===== src/design/cht_pkg.sv =====
// ---------------------------------------------------------------------------
// cht_pkg
// Sizes, codes and row types of the chained hash table engine.
// ---------------------------------------------------------------------------
`timescale 1ns / 1ps

package cht_pkg;

  localparam int BUCKETS    = 16;  // power of two: bucket is the low key bits
  localparam int WAYS       = 4;
  localparam int KEY_BITS   = 32;
  localparam int VALUE_BITS = 32;

  localparam int BUCKET_BITS = $clog2(BUCKETS);
  localparam int WAY_BITS    = (WAYS > 1) ? $clog2(WAYS) : 1;

  localparam int MODE_W  = 2;
  localparam int FIELD_W = 32;

  typedef enum logic [MODE_W-1:0] {
    MODE_INSERT = 2'd0,
    MODE_FIND   = 2'd1,
    MODE_ERASE  = 2'd2
  } mode_t;

  typedef enum logic {
    ST_IDLE = 1'b0,
    ST_LOOK = 1'b1
  } state_t;

  typedef struct packed {
    logic [KEY_BITS-1:0]   key;
    logic [VALUE_BITS-1:0] value;
  } way_t;

  typedef way_t [WAYS-1:0] row_t;

  typedef struct packed {
    logic                hit;
    logic [WAY_BITS-1:0] hit_way;
    logic                has_free;
    logic [WAY_BITS-1:0] free_way;
  } match_t;

endpackage


===== src/design/cht_if.sv =====
// ---------------------------------------------------------------------------
// cht_in_if / cht_out_if
// Valid/ready channels for operation beats and result beats.
// ---------------------------------------------------------------------------
`timescale 1ns / 1ps

interface cht_in_if;
  logic                         valid;
  logic                         ready;
  logic [cht_pkg::MODE_W-1:0]   mode;
  logic [cht_pkg::FIELD_W-1:0]  key;
  logic [cht_pkg::FIELD_W-1:0]  value;

  modport source (output valid, output mode, output key, output value, input ready);
  modport sink   (input valid, input mode, input key, input value, output ready);
endinterface

interface cht_out_if;
  logic                         valid;
  logic                         ready;
  logic                         hit;
  logic [cht_pkg::FIELD_W-1:0]  read_value;
  logic                         dropped;

  modport source (output valid, output hit, output read_value, output dropped, input ready);
  modport sink   (input valid, input hit, input read_value, input dropped, output ready);
endinterface


===== src/design/chained_hash_table_engine.sv =====
// ---------------------------------------------------------------------------
// chained_hash_table_engine
// Operation path: bucket row read into the RAM's registered read port, then
//   compare and write-back into the output register.
// One operation at a time, set by the read-then-write of the bucket row
//   RAM: a new beat waits for the write-back; a held result stalls it.
// Reset: rst_n clears the way valid flags (table empty) and the handshake.
// ---------------------------------------------------------------------------
`timescale 1ns / 1ps

module chained_hash_table_engine (
  input  logic           clk,
  input  logic           rst_n,
  cht_in_if.sink         in_ch,
  cht_out_if.source      out_ch
);

  cht_pkg::state_t state_r, state_nxt;

  logic [cht_pkg::MODE_W-1:0]      mode_r;
  logic [cht_pkg::KEY_BITS-1:0]    key_r;
  logic [cht_pkg::VALUE_BITS-1:0]  value_r;
  logic [cht_pkg::BUCKET_BITS-1:0] bucket_r;

  logic [cht_pkg::BUCKETS-1:0][cht_pkg::WAYS-1:0] valid_r, valid_nxt;

  logic                          out_valid_r, out_valid_nxt;
  logic                          out_hit_r, out_hit_nxt;
  logic [cht_pkg::FIELD_W-1:0]   out_read_value_r, out_read_value_nxt;
  logic                          out_dropped_r, out_dropped_nxt;

  logic                          accept;
  logic                          fire;
  logic                          rd_en;
  logic                          wr_en;
  logic [cht_pkg::KEY_BITS-1:0]  in_key;
  cht_pkg::row_t                 rd_row;
  cht_pkg::row_t                 wr_row;
  cht_pkg::match_t               match;

  assign in_key = cht_pkg::KEY_BITS'(in_ch.key);

  // ---- state machine: next state
  always_comb begin
    state_nxt = state_r;
    unique case (state_r)
      cht_pkg::ST_IDLE: if (in_ch.valid) state_nxt = cht_pkg::ST_LOOK;
      cht_pkg::ST_LOOK: if (!out_valid_r || out_ch.ready) state_nxt = cht_pkg::ST_IDLE;
      default:          state_nxt = cht_pkg::ST_IDLE;
    endcase
  end

  // ---- state machine: outputs
  always_comb begin
    in_ch.ready = 1'b0;
    fire        = 1'b0;
    unique case (state_r)
      // refuse beats while reset is held
      cht_pkg::ST_IDLE: in_ch.ready = rst_n;
      cht_pkg::ST_LOOK: fire = !out_valid_r || out_ch.ready;
      default:          in_ch.ready = 1'b0;
    endcase
  end

  assign accept = in_ch.valid && in_ch.ready;
  assign rd_en  = accept;

  always_ff @(posedge clk) begin
    if (!rst_n) begin
      state_r <= cht_pkg::ST_IDLE;
    end else begin
      state_r <= state_nxt;
    end
  end

  // ---- capture the operation beat
  always_ff @(posedge clk) begin
    if (accept) begin
      mode_r   <= in_ch.mode;
      key_r    <= in_key;
      value_r  <= cht_pkg::VALUE_BITS'(in_ch.value);
      bucket_r <= in_key[cht_pkg::BUCKET_BITS-1:0];
    end
  end

  cht_row_ram #(
    .WIDTH ($bits(cht_pkg::row_t)),
    .DEPTH (cht_pkg::BUCKETS)
  ) u_row_ram (
    .clk     (clk),
    .wr_en   (wr_en),
    .wr_addr (bucket_r),
    .wr_data (wr_row),
    .rd_en   (rd_en),
    .rd_addr (in_key[cht_pkg::BUCKET_BITS-1:0]),
    .rd_data (rd_row)
  );

  cht_way_match u_way_match (
    .row   (rd_row),
    .valid (valid_r[bucket_r]),
    .key   (key_r),
    .match (match)
  );

  // ---- modify: row write-back, valid flags, result
  always_comb begin
    valid_nxt          = valid_r;
    wr_en              = 1'b0;
    wr_row             = rd_row;
    out_valid_nxt      = out_valid_r && !out_ch.ready;
    out_hit_nxt        = out_hit_r;
    out_read_value_nxt = out_read_value_r;
    out_dropped_nxt    = out_dropped_r;
    if (fire) begin
      out_valid_nxt      = 1'b1;
      out_hit_nxt        = 1'b0;
      out_read_value_nxt = '0;
      out_dropped_nxt    = 1'b0;
      unique case (mode_r)
        cht_pkg::MODE_INSERT: begin
          if (match.hit) begin
            out_hit_nxt                 = 1'b1;
            wr_en                       = 1'b1;
            wr_row[match.hit_way].value = value_r;
          end else if (match.has_free) begin
            wr_en                                   = 1'b1;
            wr_row[match.free_way].key              = key_r;
            wr_row[match.free_way].value            = value_r;
            valid_nxt[bucket_r][match.free_way]     = 1'b1;
          end else begin
            out_dropped_nxt = 1'b1;
          end
        end
        cht_pkg::MODE_FIND: begin
          if (match.hit) begin
            out_hit_nxt        = 1'b1;
            out_read_value_nxt = cht_pkg::FIELD_W'(rd_row[match.hit_way].value);
          end
        end
        cht_pkg::MODE_ERASE: begin
          if (match.hit) begin
            out_hit_nxt                        = 1'b1;
            valid_nxt[bucket_r][match.hit_way] = 1'b0;
          end
        end
        default: begin
          // unused code: no operation, all-zero result
          out_hit_nxt = 1'b0;
        end
      endcase
    end
  end

  always_ff @(posedge clk) begin
    if (!rst_n) begin
      valid_r     <= '0;
      out_valid_r <= 1'b0;
    end else begin
      valid_r     <= valid_nxt;
      out_valid_r <= out_valid_nxt;
    end
  end

  always_ff @(posedge clk) begin
    out_hit_r        <= out_hit_nxt;
    out_read_value_r <= out_read_value_nxt;
    out_dropped_r    <= out_dropped_nxt;
  end

  assign out_ch.valid      = out_valid_r;
  assign out_ch.hit        = out_hit_r;
  assign out_ch.read_value = out_read_value_r;
  assign out_ch.dropped    = out_dropped_r;

endmodule


===== src/design/cht_row_ram.sv =====
// ---------------------------------------------------------------------------
// cht_row_ram
// Simple dual-port synchronous RAM, one write and one registered read port.
// ---------------------------------------------------------------------------
`timescale 1ns / 1ps

module cht_row_ram #(
  parameter int WIDTH = 8,
  parameter int DEPTH = 16,
  parameter int AW    = (DEPTH > 1) ? $clog2(DEPTH) : 1
) (
  input  logic             clk,
  input  logic             wr_en,
  input  logic [AW-1:0]    wr_addr,
  input  logic [WIDTH-1:0] wr_data,
  input  logic             rd_en,
  input  logic [AW-1:0]    rd_addr,
  output logic [WIDTH-1:0] rd_data
);

  logic [WIDTH-1:0] mem [DEPTH];

  always_ff @(posedge clk) begin
    if (wr_en) begin
      mem[wr_addr] <= wr_data;
    end
  end

  always_ff @(posedge clk) begin
    if (rd_en) begin
      rd_data <= mem[rd_addr];
    end
  end

endmodule


===== src/design/cht_way_match.sv =====
// ---------------------------------------------------------------------------
// cht_way_match
// Parallel compare of one bucket row: lowest matching way, lowest free way.
// ---------------------------------------------------------------------------
`timescale 1ns / 1ps

module cht_way_match (
  input  cht_pkg::row_t                 row,
  input  logic [cht_pkg::WAYS-1:0]      valid,
  input  logic [cht_pkg::KEY_BITS-1:0]  key,
  output cht_pkg::match_t               match
);

  always_comb begin
    match = '0;
    // scan high to low so the lowest way wins
    for (int w = cht_pkg::WAYS - 1; w >= 0; w--) begin
      if (valid[w] && row[w].key == key) begin
        match.hit     = 1'b1;
        match.hit_way = cht_pkg::WAY_BITS'(w);
      end
      if (!valid[w]) begin
        match.has_free = 1'b1;
        match.free_way = cht_pkg::WAY_BITS'(w);
      end
    end
  end

endmodule


===== src/flat_wrapper.sv =====
// flat-port wrapper written by rule: the top's interface ports become plain ports
module chained_hash_table_engine_flat 
  (clk, rst_n, in_ch_valid, in_ch_mode, in_ch_key, in_ch_value, in_ch_ready, out_ch_valid, out_ch_hit, out_ch_read_value, out_ch_dropped, out_ch_ready);
  cht_in_if in_ch_i ();
  cht_out_if out_ch_i ();
  input  logic clk;
  input  logic rst_n;
  input wire logic [$bits(in_ch_i.valid)-1:0] in_ch_valid;
  input wire logic [$bits(in_ch_i.mode)-1:0] in_ch_mode;
  input wire logic [$bits(in_ch_i.key)-1:0] in_ch_key;
  input wire logic [$bits(in_ch_i.value)-1:0] in_ch_value;
  output wire logic [$bits(in_ch_i.ready)-1:0] in_ch_ready;
  output wire logic [$bits(out_ch_i.valid)-1:0] out_ch_valid;
  output wire logic [$bits(out_ch_i.hit)-1:0] out_ch_hit;
  output wire logic [$bits(out_ch_i.read_value)-1:0] out_ch_read_value;
  output wire logic [$bits(out_ch_i.dropped)-1:0] out_ch_dropped;
  input wire logic [$bits(out_ch_i.ready)-1:0] out_ch_ready;
  assign in_ch_i.valid = in_ch_valid;
  assign in_ch_i.mode = in_ch_mode;
  assign in_ch_i.key = in_ch_key;
  assign in_ch_i.value = in_ch_value;
  assign in_ch_ready = in_ch_i.ready;
  assign out_ch_valid = out_ch_i.valid;
  assign out_ch_hit = out_ch_i.hit;
  assign out_ch_read_value = out_ch_i.read_value;
  assign out_ch_dropped = out_ch_i.dropped;
  assign out_ch_i.ready = out_ch_ready;
  chained_hash_table_engine u_core (.clk(clk), .rst_n(rst_n), .in_ch(in_ch_i), .out_ch(out_ch_i));
endmodule

===== config.mk =====
export PLATFORM = sky130hd
export DESIGN_NAME = chained_hash_table_engine_flat
export DESIGN_NICKNAME = d
export VERILOG_FILES = /design/src/design/cht_pkg.sv /design/src/design/cht_if.sv /design/src/design/chained_hash_table_engine.sv /design/src/design/cht_row_ram.sv /design/src/design/cht_way_match.sv /design/src/flat_wrapper.sv
export SDC_FILE = /design/constraint.sdc
export NUM_CORES = 2
export LEC_CHECK = 0
export BUFFER_PORTS_ARGS = -buffer_cell sky130_fd_sc_hd__buf_2
export CORE_UTILIZATION = 45
export DETAILED_ROUTE_END_ITERATION = 12
export PLACE_DENSITY_LB_ADDON = 0.08
export SLEW_MARGIN = 40
export SYNTH_ARGS = -nofsm -noshare
export SYNTH_HDL_FRONTEND = slang
export SYNTH_SLANG_ARGS = --single-unit

===== constraint.sdc =====
create_clock -name clk -period 22.9 [get_ports clk]
set_input_delay 1.145 -clock clk [delete_from_list [all_inputs] [get_ports clk]]
set_output_delay 1.145 -clock clk [all_outputs]
set_load 0.02 [all_outputs]

[Word level (Yosys, flattened, before mapping)]
Memory sizes are Yosys's and may differ from the RTL's. A register that Yosys moved wholly into a read port is not among the register bits.
Index checks and enable logic that the tools add are counted.
Storage, ports and cells
  flip-flop bits (word level): 170
  memory bits (writable): 4096
  memories: 1
  word-level logic and storage cells: 115
  bits of input ports: 70
Cells by class
  bitwise gates (word level): 5
  equal/unequal tests: 9
  reductions and logical operators: 18
  order comparisons: 6
  muxes and demuxes: 51
Memory list
  u_core.u_row_ram.mem: depth 16, width 256, rd ports 1, clocked after memory_dff 1, wr ports 1, line cht_row_ram.sv:21  | logic [WIDTH-1:0] mem [DEPTH];
Operators with widths (number)
  256-bit two-way mux: 4
  256-bit bitwise mux: 3
  64-bit demux with 2-bit select: 3
  64-bit two-way mux: 4
  64-bit binary-select mux with 2-bit select: 1
  32-bit equality test: 4
  64-bit one-hot mux with 2 select lines: 1
  32-bit two-way mux: 3
  64-bit AND: 1
  64-bit inverter: 1
  64-bit bitwise OR: 1
  4-bit demux with 4-bit select: 2
  3-bit two-way mux: 8
  4-bit binary-select mux with 4-bit select: 1
  1-bit two-way mux: 15
  4-bit two-way mux: 3
  1-bit logical AND: 9
  2-bit by 3-bit < comparator with 1-bit output, second input constant: 2
  4-bit by 5-bit < comparator with 1-bit output, second input constant: 1
  5-bit AND reduction: 1
  1-bit demux with 2-bit select: 2
  2-bit by 1-bit greater-or-equal comparator with 1-bit output, second input constant: 2
  4-bit by 1-bit greater-or-equal comparator with 1-bit output, second input constant: 1
  2-bit by 1-bit != test with 1-bit output, second input constant: 2
  12 further kinds: 14

[Longest topological paths before layout]
  depth in word-level cells: 17
  gate-level depth with buffers: 14
  depth with buffers taken out: 7

[Hierarchy]
Synthesis repeated with hierarchy kept, for this count alone.
Unflattened totals
  cells, all modules: 7706
  area total of the unflattened synthesis: 173425.1 um^2
By module, submodules not included
  cht_row_ram: cells each 6648, seq. area each 130685.3 um^2, area each 161218.4 um^2, instances 1
  chained_hash_table_engine: cells each 870, seq. area each 4324.1 um^2, area each 10709.0 um^2, instances 1
  cht_way_match: cells each 188, seq. area each 0.0 um^2, area each 1497.7 um^2, instances 1

[Least setup slack after synthesis]
No wires, ideal clock.
  kind: reg-to-reg
  start: register u_core.key_r[0] in the netlist's numbering
  end: memory u_core.u_row_ram.mem[15][0] in the netlist's numbering (enable)
  stages on the path, launching flop included: 11
  path slack: 9.008 ns
  library setup time: 0.879 ns
  data arrival time: 13.013 ns
  cells stage by stage: edfxtp_1 -> buf_6 -> buf_6 -> xor2_1 -> nor4_1 -> nand4_1 -> nor4_2 -> or4_4 -> o21ai_1 -> clkbuf_1 -> nor2_1
On the way
  cells in the longest elaborated chain, start to end: 11
  elaborated cells between the ends (all ways): 17
RTL lines
  from (decl): line chained_hash_table_engine.sv:21  | logic [cht_pkg::KEY_BITS-1:0] key_r;
  from (signal assigned): line chained_hash_table_engine.sv:80  | key_r <= in_key;
  32-bit equality test: line cht_way_match.sv:18  | if (valid[w] && row[w].key == key) begin
  1-bit logical AND: line cht_way_match.sv:18
  3-bit two-way mux (3 in a row): line cht_way_match.sv:18
  3-bit two-way mux *: line cht_way_match.sv:18
  1-bit two-way mux *: line chained_hash_table_engine.sv:122  | if (match.hit) begin
  1-bit two-way mux *: line chained_hash_table_engine.sv:120  | unique case (mode_r)
  1-bit two-way mux *: line chained_hash_table_engine.sv:115  | if (fire) begin
  1-bit two-way mux *: line cht_row_ram.sv:24  | if (wr_en) begin
  1-bit two-way mux (implied by the code) *: line cht_row_ram.sv:25  | mem[wr_addr] <= wr_data;
  to (decl): line cht_row_ram.sv:21
Mark *: on every way between the ends. The rest lies on a longest branch, timed or not.

[Worst setup path in the final report]
  start: register u_core.key_r[3] in the netlist's numbering
  end: memory u_core.u_row_ram.mem[12][71] in the netlist's numbering (enable)
Same word-level chain as after synthesis.

==> run_results.csv <==
group,metric,value,unit
floorplanning,ios,106,
clocking,hold_buffers,0,
synth,yosysSeqAreaShare,78.1,%
finish,layout_common_cells,"edfxtp_1, mux4_2, clkbuf_16",
synth,syn_avg_cell_area,24.2,sq um
status,run_status,"completed",
floorplanning,die-height,622,um
job,maxCapViolCount,0,
floorplanning,core,0.382,sq mm
synth,yosys_warnings,0,
clocking,clk_pin_slew,0.06,ns
min_path,min_to,"u_core.value_r[28]",
global_routing,gr-total-overflow,0,
setup_path,start_kind,"flop",
global_routing,grt_pass1_vias,81637,
synth,synth_cell_types,50,
clocking,cts_made_buffers,467,
finish,fin_nets,7579,
floorplanning,start_util,45.2,%
clocking,cts_tree,"yes",
synth,synth_top_cell_area_share,77.4,%
timing,hold_ws,0.341,ns
timing,fin_crit_sh,29.1,%
routing,drt_iter0_drc,8105,
finish,layout-drive-gt1-share,32.5,%
floorplanning,die_x,622,um
finish,multi_input_area,0.0364,sq mm
place,placed_cells,12066,
finish,seq_area,0.135,sq mm
setup_path,path_max_fanout,41,
global_routing,track_usage,22.8,%
routing,via_count,77906,
finish,fin_cells,12943,
synth,synthTopCellsByArea,"edfxtp_1, mux4_2, mux2_2, dfxtp_1, clkbuf_1",
routing,wl,442,mm
clocking,clk_latency,1.00,ns
global_routing,antenna_found_initial,31,
routing,wl_per_cell,34.1,um
routing,ant_nets,0,
setup_path,required,23.55,ns
setup_path,crit_arrival,7.31,ns
min_path,hold_depth,1,
timing,setup_ws,16.24,ns
setup_path,rrSetupSlack,16.24,ns
min_path,hp-start,"in_ch_value[28]",
synth,syn_inst,7130,
setup_path,worstSetupEndpointType,"flop",
timing,clock_skew,0.0496,ns
finish,nFillCells,29683,
timing,rsz0062_at_grt,"false",
place,dp_slack,15.80,ns
synth,ys_ff_latch,4518,
synth,synth_area,0.173,sq mm
finish,layout_commonest_cell,"edfxtp_1",
timing,worstMarginPinSlew,0.911,ns
routing,vias_per_cell,6.02,
routing,drt_first_pass_iters,6,
floorplanning,rows,227,
setup_path,timing.rr.end,"u_core.u_row_ram.mem[12][71]",
floorplanning,die_area,0.386,sq mm
clocking,post-cts-setup-buffers,0,
routing,drc_errors,0,
setup_path,r2r_start,"u_core.key_r[3]",
synth,post-synth-top-area-cell,"edfxtp_1",
clocking,cts_buffer_depth,4,
power,peakVddDrop,0.0000758,V
timing,min_period,6.66,ns
clocking,post_cts_resized,0,
power,p_leak,60.4,nW
setup_path,reg2regPathDepth,12,
clocking,cts_max_level,5,
min_path,hp-class,"in2reg",
global_routing,grt_pass1_wl,628,mm
timing,maxSlewHeadroom,39.3,%
setup_path,critical_path_class,"reg2reg",
place,place_congestion,0.773,
place,dp_hpwl,235,mm
global_routing,grt_max_degree,118,
timing,fmax,150,MHz
place,portBuffers,105,
synth,syn-num-nets,7200,
timing,hold_viol,0,
clocking,cts_sinks,4518,
power,power.density,88.0,mW/mm^2
timing,slew_violations,0,
finish,area_growth,13.3,%
clocking,cts-root-buf,"clkbuf_16",
power,finalPower,17.2,mW
timing,setup_viol,0,
timing,timing.setup.tns,0,ns
cells in the mapped netlist, drive strengths merged:
library cell,n
edfxtp,4452
mux4,1272
clkbuf,282
mux2,256
buf,125
xor2,96
nand2,93
dfxtp,66
a21oi,58
nor4,35
a31oi,33
nor2,33
a222oi,32
xnor2,32
nor2b,31
nor3,28
o21ai,28
mux2i,25
a211oi,24
a21boi,17
inv,17
o221a,16
o2bb2ai,16
nand4,14
o21a,11
a22o,6
a31o,6
nand2b,5
and2,4
nand3,4
a22oi,2
o31ai,2
or3,2
or4,2
and4,1
nand3b,1
nand4b,1
nor3b,1
or2,1
power breakdown:
group          switching [mW]  internal, mW  total (mW)
combinational           0.412         0.280       0.692
clock                    3.18          4.19        7.36
sequential             0.0304          9.13        9.16
flip-flops by register name, summed over array words and instances, names as in the netlist:
| name | cells |
|---|---|
| u_core.valid_r | 64 |
| u_core.value_r | 32 |
| u_core.state_r | 1 |
| u_core.out_ch.read_value | 32 |
| u_core.u_row_ram.mem | 4096 |
| u_core.mode_r | 2 |
| u_core.u_row_ram.rd_data | 256 |
| u_core.out_ch.valid | 1 |
| u_core.out_ch.dropped | 1 |
| u_core.out_ch.hit | 1 |
| u_core.key_r | 32 |
stage by stage:
| stage | instance area, sq um | util, % |
|---|---|---|
| floorplan | 173000 | - |
| global placement | 180000 | 47.0 |
| detailed placement | 181000 | 47.2 |
| CTS | 195000 | 51.1 |
| global route | 196000 | 51.2 |
| finish | 196000 | 51.2 |
layer usage:
layer | vias to the layer above | part of all wire [%] | track usage [%]
met5 | - | 0 | 0
met4 | 0 | 2.1 | 5.15
met1 | 43459 | 43 | 32.8
met2 | 2294 | 50 | 37.7
met3 | 567 | 4.9 | 2.66
li1 | 31586 | - | -
kinds of logic after synthesis:
family                 Yosys count  share of synthesized area [%]
multiplexers                  1553                           18.5
buffers and inverters          424                          0.973
AND/OR/NAND/NOR                256                          0.741
flip-flops                    4518                           78.1
XOR/XNOR                       128                          0.649
AO/OA/AOI/OAI                  251                           1.04
layout make-up:
| type | count | area share, % |
|---|---|---|
| Inverter | 17 | 0.0326 |
| Multi-Input combinational cell | 2188 | 18.6 |
| Clock inverter | 288 | 1.30 |
| Sequential cell | 4518 | 69.0 |
| Clock buffer | 569 | 6.24 |
| Timing Repair Buffer | 317 | 1.63 |
| Tap cell | 5038 | 3.22 |
| Antenna cell | 8 | 0.0102 |
worst max-delay path, stage by stage (launching register included):
cell,delay (ns)
edfxtp_1,0.91
nor2b_1,0.53
a22o_1,0.31
nor2_1,0.15
nor4_4,0.60
or4_4,0.40
o21ai_4,0.11
buf_4,0.33
nor2_4,0.70
buf_4,0.76
buf_6,0.62
buf_4,0.51
buf_12,0.27
worst max-delay path by stage:
stage	end	start	slack, ns	depth (start not counted)
floorplan	u_core.u_row_ram.mem[15][0]	u_core.key_r[0]	9.01	10
global placement	u_core.u_row_ram.mem[8][28]	u_core.key_r[26]	15.06	11
detailed placement	u_core.u_row_ram.mem[6][75]	u_core.key_r[18]	15.80	11
CTS	u_core.u_row_ram.mem[6][211]	u_core.key_r[18]	15.76	11
global route	u_core.u_row_ram.mem[12][17]	u_core.key_r[3]	15.95	12
finish	u_core.u_row_ram.mem[12][71]	u_core.key_r[3]	16.24	12
No activity file was read; power rests on OpenSTA's default activity.
